<file path="src/kelf_pkg.sv">
// ----------------------------------------------------------------------------
// kelf_pkg
// Shared types and constants for the debounced key event queue: operation
// and status codes, register indexes, reset values and controller commands.
// ----------------------------------------------------------------------------
package kelf_pkg;

	// default sizes
	localparam int KELF_NUM_BUTTONS = 8;
	localparam int KELF_QUEUE_DEPTH = 128;

	// field widths
	localparam int OP_W     = 2;
	localparam int BTN_W    = 3;
	localparam int STATUS_W = 3;
	localparam int COUNT_W  = 32;
	localparam int TIME_W   = 32;
	localparam int LOCK_W   = 16;
	localparam int BUSE_W   = 4;
	localparam int CIDX_W   = 2;
	localparam int CDATA_W  = 16;
	localparam int EVENT_W  = BTN_W + 1 + COUNT_W;

	// register reset values
	localparam logic [LOCK_W-1:0] LOCKOUT_RESET = LOCK_W'(50);
	localparam logic [BUSE_W-1:0] BUTTONS_RESET = BUSE_W'(8);

	// register indexes
	localparam logic [CIDX_W-1:0] REG_LOCKOUT = CIDX_W'(0);
	localparam logic [CIDX_W-1:0] REG_BUTTONS = CIDX_W'(1);

	// operation codes
	typedef enum logic [OP_W-1:0] {
		OP_TICK  = 2'd0,
		OP_EDGE  = 2'd1,
		OP_READ  = 2'd2,
		OP_CLEAR = 2'd3
	} kelf_op_t;

	// result status codes
	typedef enum logic [STATUS_W-1:0] {
		ST_OK        = 3'd0,
		ST_LOCKOUT   = 3'd1,
		ST_FULL      = 3'd2,
		ST_EMPTY     = 3'd3,
		ST_BAD_INDEX = 3'd4
	} kelf_status_t;

	// controller to datapath commands
	typedef struct packed {
		logic capture;
		logic load;
		logic commit;
	} kelf_cmd_t;

	// datapath to controller status
	typedef struct packed {
		logic slot_free;
	} kelf_stat_t;

endpackage

</file>
<file path="src/kelf_ctrl.sv">
// ----------------------------------------------------------------------------
// kelf_ctrl
// Sequencer for one transaction at a time: capture the item, load the
// operands, then commit the state update once the result slot is free.
// ----------------------------------------------------------------------------
module kelf_ctrl (
	input  logic               clk,
	input  logic               arst_n,
	input  logic               in_valid,
	output logic               in_stall,
	input  kelf_pkg::kelf_stat_t stat,
	output kelf_pkg::kelf_cmd_t  cmd
);
	import kelf_pkg::*;

	typedef enum logic [1:0] {
		S_IDLE,
		S_LOAD,
		S_EXEC
	} state_t;

	state_t state_q;
	logic   stall_q;

	// decode commands from the current state
	always_comb begin
		cmd.capture = in_valid && !stall_q && (state_q == S_IDLE);
		cmd.load    = (state_q == S_LOAD);
		cmd.commit  = (state_q == S_EXEC) && stat.slot_free;
	end

	assign in_stall = stall_q;

	// advance state, hold the input stalled while an item is in flight
	always_ff @(posedge clk or negedge arst_n) begin
		if (!arst_n) begin
			state_q <= S_IDLE;
			stall_q <= 1'b0;
		end else begin
			case (state_q)
				S_IDLE: begin
					if (cmd.capture) begin
						state_q <= S_LOAD;
						stall_q <= 1'b1;
					end
				end
				S_LOAD: begin
					state_q <= S_EXEC;
				end
				S_EXEC: begin
					if (cmd.commit) begin
						state_q <= S_IDLE;
						stall_q <= 1'b0;
					end
				end
				default: begin
					state_q <= S_IDLE;
					stall_q <= 1'b0;
				end
			endcase
		end
	end

endmodule

</file>
<file path="config.mk">
export PLATFORM = sky130hd
export DESIGN_NAME = kelf_ctrl
export DESIGN_NICKNAME = d
export VERILOG_FILES = /design/src/kelf_pkg.sv /design/src/kelf_ctrl.sv
export SDC_FILE = /design/constraint.sdc
export NUM_CORES = 1
export LEC_CHECK = 0
export BUFFER_PORTS_ARGS = -buffer_cell sky130_fd_sc_hd__buf_2
export CAP_MARGIN = 30
export CORE_AREA = 2 2 39 41
export DETAILED_ROUTE_END_ITERATION = 7
export DIE_AREA = 0 0 41 43
export GPL_TIMING_DRIVEN = 1
export PLACE_DENSITY = 0.3
export RECOVER_POWER = 100
export SYNTH_ARGS = -nofsm -noshare
export SYNTH_HDL_FRONTEND = slang
export SYNTH_SLANG_ARGS = --single-unit
</file>
<file path="constraint.sdc">
create_clock -name clk -period 1 [get_ports clk]
set_input_delay 0.3 -clock clk [delete_from_list [all_inputs] [get_ports clk]]
set_output_delay 0.3 -clock clk [all_outputs]
set_load 0.005 [all_outputs]
</file>
* Word level (Yosys, flattened, before mapping)
Index checks and enable logic that the tools add are counted.
** Cells by class
- Multiply operators :: 0
- Mux-type cells :: 6
- Bitwise gates (word level) :: 1
- Reductions and logical operators :: 7
- $lt $le $gt $ge :: 0
- Div/mod/pow operators :: 0
- $add $sub $neg :: 0
- Shifts and indexed selects :: 0
- Eq/ne operators :: 4
** Operators with widths (count)
- 2-bit one-hot mux with 3 select lines :: 1
- 2-bit 2-to-1 mux :: 2
- 2-bit != test, second input constant :: 2
- 1-bit logical AND :: 3
- 1-bit one-hot mux with 3 select lines :: 1
- 3-bit AND reduction :: 1
- 2-bit by 1-bit == test with 1-bit output, second input constant :: 1
- 2-bit == test, second input constant :: 1
- 2-bit logical NOT :: 1
- 1-bit 2-to-1 mux :: 2
- 2-bit AND reduction :: 1
- 1-bit logical NOT :: 1
- 1-bit inverter :: 1
** Word-level totals
- Register bits :: 3
- Latch bits :: 0
- Bits of input ports :: 4
- Word-level logic and storage cells :: 20
- Bits in writable memories :: 0
- Memories :: 0
- Output and inout port bits :: 4
- Memory bits (read-only) :: 0

* Logic depth before layout (Yosys ltp)
Gate-level depths: netlist of run 1.
- Depth in word-level cells :: 5
- Gate-level depth with buffers :: 3
- Depth with buffers taken out :: 3

* Least setup slack after synthesis of run 1
Ideal clock, no wire load.
- Path type :: register -> output
- Start :: register state_q[1]
- End :: output port cmd[2] (netlist bit)
- Buffers on the path :: 0
- Data required time :: 0.700 ns
- Cell stages (with the launch flop) :: 3
- Setup slack :: -0.047 ns
- Arrival :: 0.747 ns
- Cell sequence :: dfrtp_1 > nor2b_2 > nor3b_1
** RTL lines
- from (decl) :: line kelf_ctrl.sv:22 : state_t state_q;
- from (signal assigned) :: line kelf_ctrl.sv:37 : state_q <= S_IDLE;
- from (signal assigned) :: line kelf_ctrl.sv:43 : state_q <= S_LOAD;
- from (signal assigned) :: line kelf_ctrl.sv:48 : state_q <= S_EXEC;
- to (decl) :: line kelf_ctrl.sv:12 : output kelf_pkg::kelf_cmd_t cmd

==> results of run 1 <==
[layer usage]
metal | part of all wire [%] | global-route usage (%) | wire length (um)
met1 | 42 | 4.50 | 141
met2 | 40 | 6.25 | 135
met3 | 18 | 6.28 | 60
met4 | 0 | 6.00 | 0
met5 | 0 | 0 | 0
[layout make-up]
type / instances / area [um^2] / share of cell area [%]
inverter: 2 / 7.51 / 2.75
timing repair buffer: 12 / 73.8 / 27.1
sequential: 3 / 75.1 / 27.5
multi-input combinational: 9 / 70.1 / 25.7
clock buffer: 4 / 26.3 / 9.63
tap: 16 / 20.0 / 7.34
[kinds of logic after synthesis]
kind of cell,Yosys count
simple gates,6
compound gates,3
buf+inv,2
flops,3
[synth_stat cells (all sizes together)]
cell    instances
a21oi           1
dfrtp           3
inv             2
nand2b          1
nor2            1
nor2b           2
nor3b           2
o21bai          1
o22ai           1
[worst max path at each step]
stage                         to        from  depth (start not counted)
after global placement    cmd[2]    in_valid                          4
final                     cmd[2]  state_q[1]                          3
after global routing      cmd[2]  state_q[1]                          3
after floorplan           cmd[2]  state_q[1]                          2
after CTS                 cmd[2]  state_q[1]                          3
after detailed placement  cmd[2]    in_valid                          4
[repair_timing]
item / 4_1_cts / 5_1_grt
buffers inserted: 1 / 0
gates cloned: 0 / 0
setup endpoints to repair: 4 / 5
resized for setup: 0 / 1
hold endpoints to repair: 3 / 0
hold buffers: 1 / 0
[through the flow]
step / worst slack [ns] / TNS (ns) / cell area (um^2) / total power [uW] / hold WS [ns]
6_report: -0.329 / -1.08 / 273 / 356 / 0.266
5_1_grt: -0.440 / -1.38 / 273 / 387 / 0.277
4_1_cts: -0.355 / -1.17 / 270 / 370 / 0.259
3_5_place_dp: -0.105 / -0.230 / 226 / 141 / 0.101
3_3_place_gp: -0.102 / -0.212 / 226 / 141 / 0.0970
2_1_floorplan: 0.00370 / 0 / 149 / 130 / 0.00441
[report_power, final]
| group | total (uW) | internal, uW | leakage (uW) | switching, uW |
|---|---|---|---|---|
| registers | 122 | 122 | 0.0000367 | 0.00216 |
| logic | 21.1 | 13.1 | 0.0000853 | 8.07 |
| clock network | 212 | 150 | 0.0000150 | 62.8 |
| total | 356 | 285 | 0.000137 | 70.9 |
[flip-flops by register name, indices dropped and copies added (netlist names)]
signal / count
state_q: 2
in_stall: 1
==> out/results.ini, run 1 <==
[detailed_routing]
vias=150
dr.pass1.iters=1
wl_um=337
drcViolationCount=0
vias_per_cell=3.26
drt-wirelength-per-cell_um=7.33
ant_nets=0
drtIter0Drc=0

[final_layout]
syn_to_final_growth_pct=89.6
fin_nets=35
layout_commonest_cell=buf_2
diodes=0
finalNonFillerCells=46
final_util_pct=19.7
fillers=157
drive_gt1_share_pct=56.7
layout_common_cells=buf_2, buf_4, clkbuf_4, dfrtp_1

[die]
coreArea_um2=1380
start_util_pct=10.4
io_pins=8
die_y_um=43
fp.dieW_um=41
rows=14
die-area_um2=1760

[pwr]
ir_drop_v=0.000395
leakage_uw=0.000137
powerDensity_nw_per_um2=1300

[global_route]
grt_antenna_before_repair=0
grt_pass1_vias=148
grt_pass1_wl_um=552
track_usage_pct=5.52
grt.overflow.total=0
grt_max_degree=6

[sta]
min_period_over_period_pct=133
worst_pin_slew_ns=0.178
fmax_mhz=752
layout_setup_ws_ns=-0.329
post-route-min-period_ns=1.33
finalSetupViolations=4
hold_viol_final=0
slew-limit-headroom_pct=88.1
rsz0062_at_grt=true
final_max_slew_viol_count=0
finalClockSkew_ns=0.00316

[synth]
synth_compound_area_share_pct=13.0
synth_top_area_share_pct=52.2
netlist_top_cells_area=dfrtp_1, nor2b_2, nor3b_1
synth_top_area_cell=dfrtp_1
synth_fa_ha_area_share_pct=0
synthXorXnorAreaFrac_pct=0
yosysWarnings=0
yosysUniqueCellTypes=9
synth-simple-area-share_pct=29.6
synth_area_per_cell_um2=10.3
seq_area_frac_synth_pct=52.2
ys_ff_latch=3
syn-num-nets=18
synth_top_family_by_area=simple AND/OR/NAND/NOR gates
synthCells=14
syn_area_um2=144
synthMuxAreaShare_pct=0

[min_path]
min_from=stat
min_path_type=input pin to flip-flop
whs_path_depth=2
min_to=state_q[1]

[worst_setup_path]
crit_chain=nor2b_2 -> nor3b_2 -> buf_2
reg2regPathDepth=4
worst-r2r-setup-slack_ns=0.04
path_max_fanout=3
path_buf_inv=1
critPathSlowestCell=dfrtp_1
rr_startpoint=in_stall
cp-end-kind=primary output
cp-start-kind=flip-flop
path_class=flip-flop to primary output
slowest_delay_ns=0.39
worstReg2RegEnd=in_stall
cp_top_family=flip-flops
required_ns=0.70
cp.arrival_ns=1.03

[clock_tree]
clockBufferDepth=2
clock_sinks=3
cts_buffers=3
cts_tree=yes
clk_latency_ns=0.23
cts_root_buffer=clkbuf_4
h-tree-depth=1
clkTransAtPathRegs_ns=0.04

[status]
violations=negative setup slack
outcome=finished with violations

[place]
placed_cells=40
hpwl_um=278
gp_congestion=0.515
io_buffer_count=7

[job]
drv_cap=0

Note: power is estimated with default switching activity, not from simulation.
==> inputs of run 2 (changes only) <==
--- a/config.mk
+++ b/config.mk
@@ -7,11 +7,13 @@
 export LEC_CHECK = 0
 export BUFFER_PORTS_ARGS = -buffer_cell sky130_fd_sc_hd__buf_2
 export CAP_MARGIN = 30
+export CELL_PAD_IN_SITES_DETAIL_PLACEMENT = 2
+export CELL_PAD_IN_SITES_GLOBAL_PLACEMENT = 2
 export CORE_AREA = 2 2 39 41
 export DETAILED_ROUTE_END_ITERATION = 7
 export DIE_AREA = 0 0 41 43
 export GPL_TIMING_DRIVEN = 1
-export PLACE_DENSITY = 0.3
+export PLACE_DENSITY = 0.38
 export RECOVER_POWER = 100
 export SYNTH_ARGS = -nofsm -noshare
 export SYNTH_HDL_FRONTEND = slang
==> run 2 against run 1 <==
  * The flow still finishes with violations (negative setup slack)
  * Sequential share of layout area down 3.6 points
  * Wire length rose by 53%
  * Clock power barely moved
  * Fmax decreased by 1.9%
  * Critical path depth did not move
  * Via count grew 14%
  * Global-route usage increased by 3.2 points
  * Hold slack improved by 0.021 ns
  * Combinational power grew 20%
  * Critical path type unchanged
  * Critical endpoint unchanged
  * Largest cell class is now multi-input gates
==> out/results.ini, run 2 (synthesis gave the netlist of run 1 again) <==
[status]
outcome=finished with violations
violations=negative setup slack

[die]
coreArea_um2=1380
die_y_um=43
fp.dieW_um=41
start_util_pct=10.4
rows=14
io_pins=8
die-area_um2=1760

[sta]
layout_setup_ws_ns=-0.355
post-route-min-period_ns=1.36
slew-limit-headroom_pct=89.6
fmax_mhz=738
min_period_over_period_pct=136
finalSetupViolations=4
final_max_slew_viol_count=0
finalClockSkew_ns=0.00125
hold_ws_ns=0.287
rsz0062_at_grt=true
hold_viol_final=0
worst_pin_slew_ns=0.156

[worst_setup_path]
required_ns=0.70
cp.arrival_ns=1.06
cp-end-kind=primary output
cp-start-kind=flip-flop
path_max_fanout=3
path_class=flip-flop to primary output

[clock_tree]
cts_root_buffer=clkbuf_4
clkTransAtPathRegs_ns=0.04
clk_latency_ns=0.23
clockBufferDepth=2
cts_buffers=3
clock_sinks=3
h-tree-depth=1
cts_tree=yes

[place]
placed_cells=40
io_buffer_count=7
hpwl_um=338
gp_congestion=0.658

[final_layout]
syn_to_final_growth_pct=118
layout_common_cells=buf_2, buf_4, clkbuf_4, dfrtp_1
diodes=0
drive_gt1_share_pct=68.8
largest_register=state_q
finalNonFillerCells=48
fin_nets=37
largest_reg_flops=2
final_util_pct=22.7

[detailed_routing]
wl_um=517
dr.pass1.iters=1
drtIter0Drc=0
drt-wirelength-per-cell_um=10.8
drcViolationCount=0
vias=171
vias_per_cell=3.56
ant_nets=0

[pwr]
powerDensity_nw_per_um2=1140
power_uw=359
ir_drop_v=0.000479
leakage_uw=0.000164

[min_path]
min_path_type=input pin to flip-flop

[global_route]
grt_pass1_wl_um=869
grt_antenna_before_repair=0
grt_pass1_vias=202
track_usage_pct=8.76
grt.overflow.total=0
grt_max_degree=5

[job]
drv_cap=0

-- run 2: cell types whose count changed in the layout (fill, tap and decap cells not counted), sizes merged --
cell,before,now
buf,10,12
-- run 2: layout make-up --
cell class	instances	area, um^2
clock buffer	4	26.3
fill	162	1070
inverter	2	7.51
multi-input combinational	9	96.3
sequential	3	75.1
tap	16	20.0
timing repair buffer	14	88.8
-- run 2: path summary, 6_finish.rpt --
check	slack, ns	depth (start not counted)	startpoint	to
setup / recovery	-0.36	3	state_q[1]	cmd[2]
hold / removal	0.29	2	stat	state_q[1]
setup reg to reg	0.02	4	in_stall	in_stall
hold reg to reg	0.63	2	state_q[0]	state_q[0]
max in group asynchronous	0.45	2	arst_n	state_q[0]
min in group asynchronous	0.40	2	arst_n	in_stall
-- run 2: where the power goes --
group,internal [uW],switching (uW)
sequential,122,0.00254
clock,149,62.0
combinational,14.7,10.7
-- run 2: routing by layer --
metal | vias to the layer above | track usage (%) | wire [um]
met3 | 2 | 3.14 | 27
met1 | 83 | 7.14 | 178
met2 | 5 | 12.8 | 302
li1 | 81 | - | -
met5 | - | 0 | 0
met4 | 0 | 12.0 | 9
-- run 2: per-stage QoR --
stage | setup WS [ns] | setup TNS (ns) | area (um^2)
after floorplan | 0.00370 | 0 | 149
after global placement | -0.100 | -0.237 | 226
after detailed placement | -0.123 | -0.313 | 226
after CTS | -0.371 | -1.22 | 309
after global routing | -0.442 | -1.48 | 314
final | -0.355 | -1.17 | 314
-- run 2: repair_timing --
action / CTS / global route
gates resized for setup: 3 / 2
pin swaps: 1 / 1
hold buffers: 1 / 0
setup buffers: 4 / 0
endpoints found under the setup margin: 4 / 6
hold endpoints to repair: 3 / 0
-- run 2: worst max-delay path, stage by stage (launching register included) --
cell,delay (ns)
dfrtp_1,0.40
nor2b_2,0.13
nor3b_2,0.16
buf_2,0.13
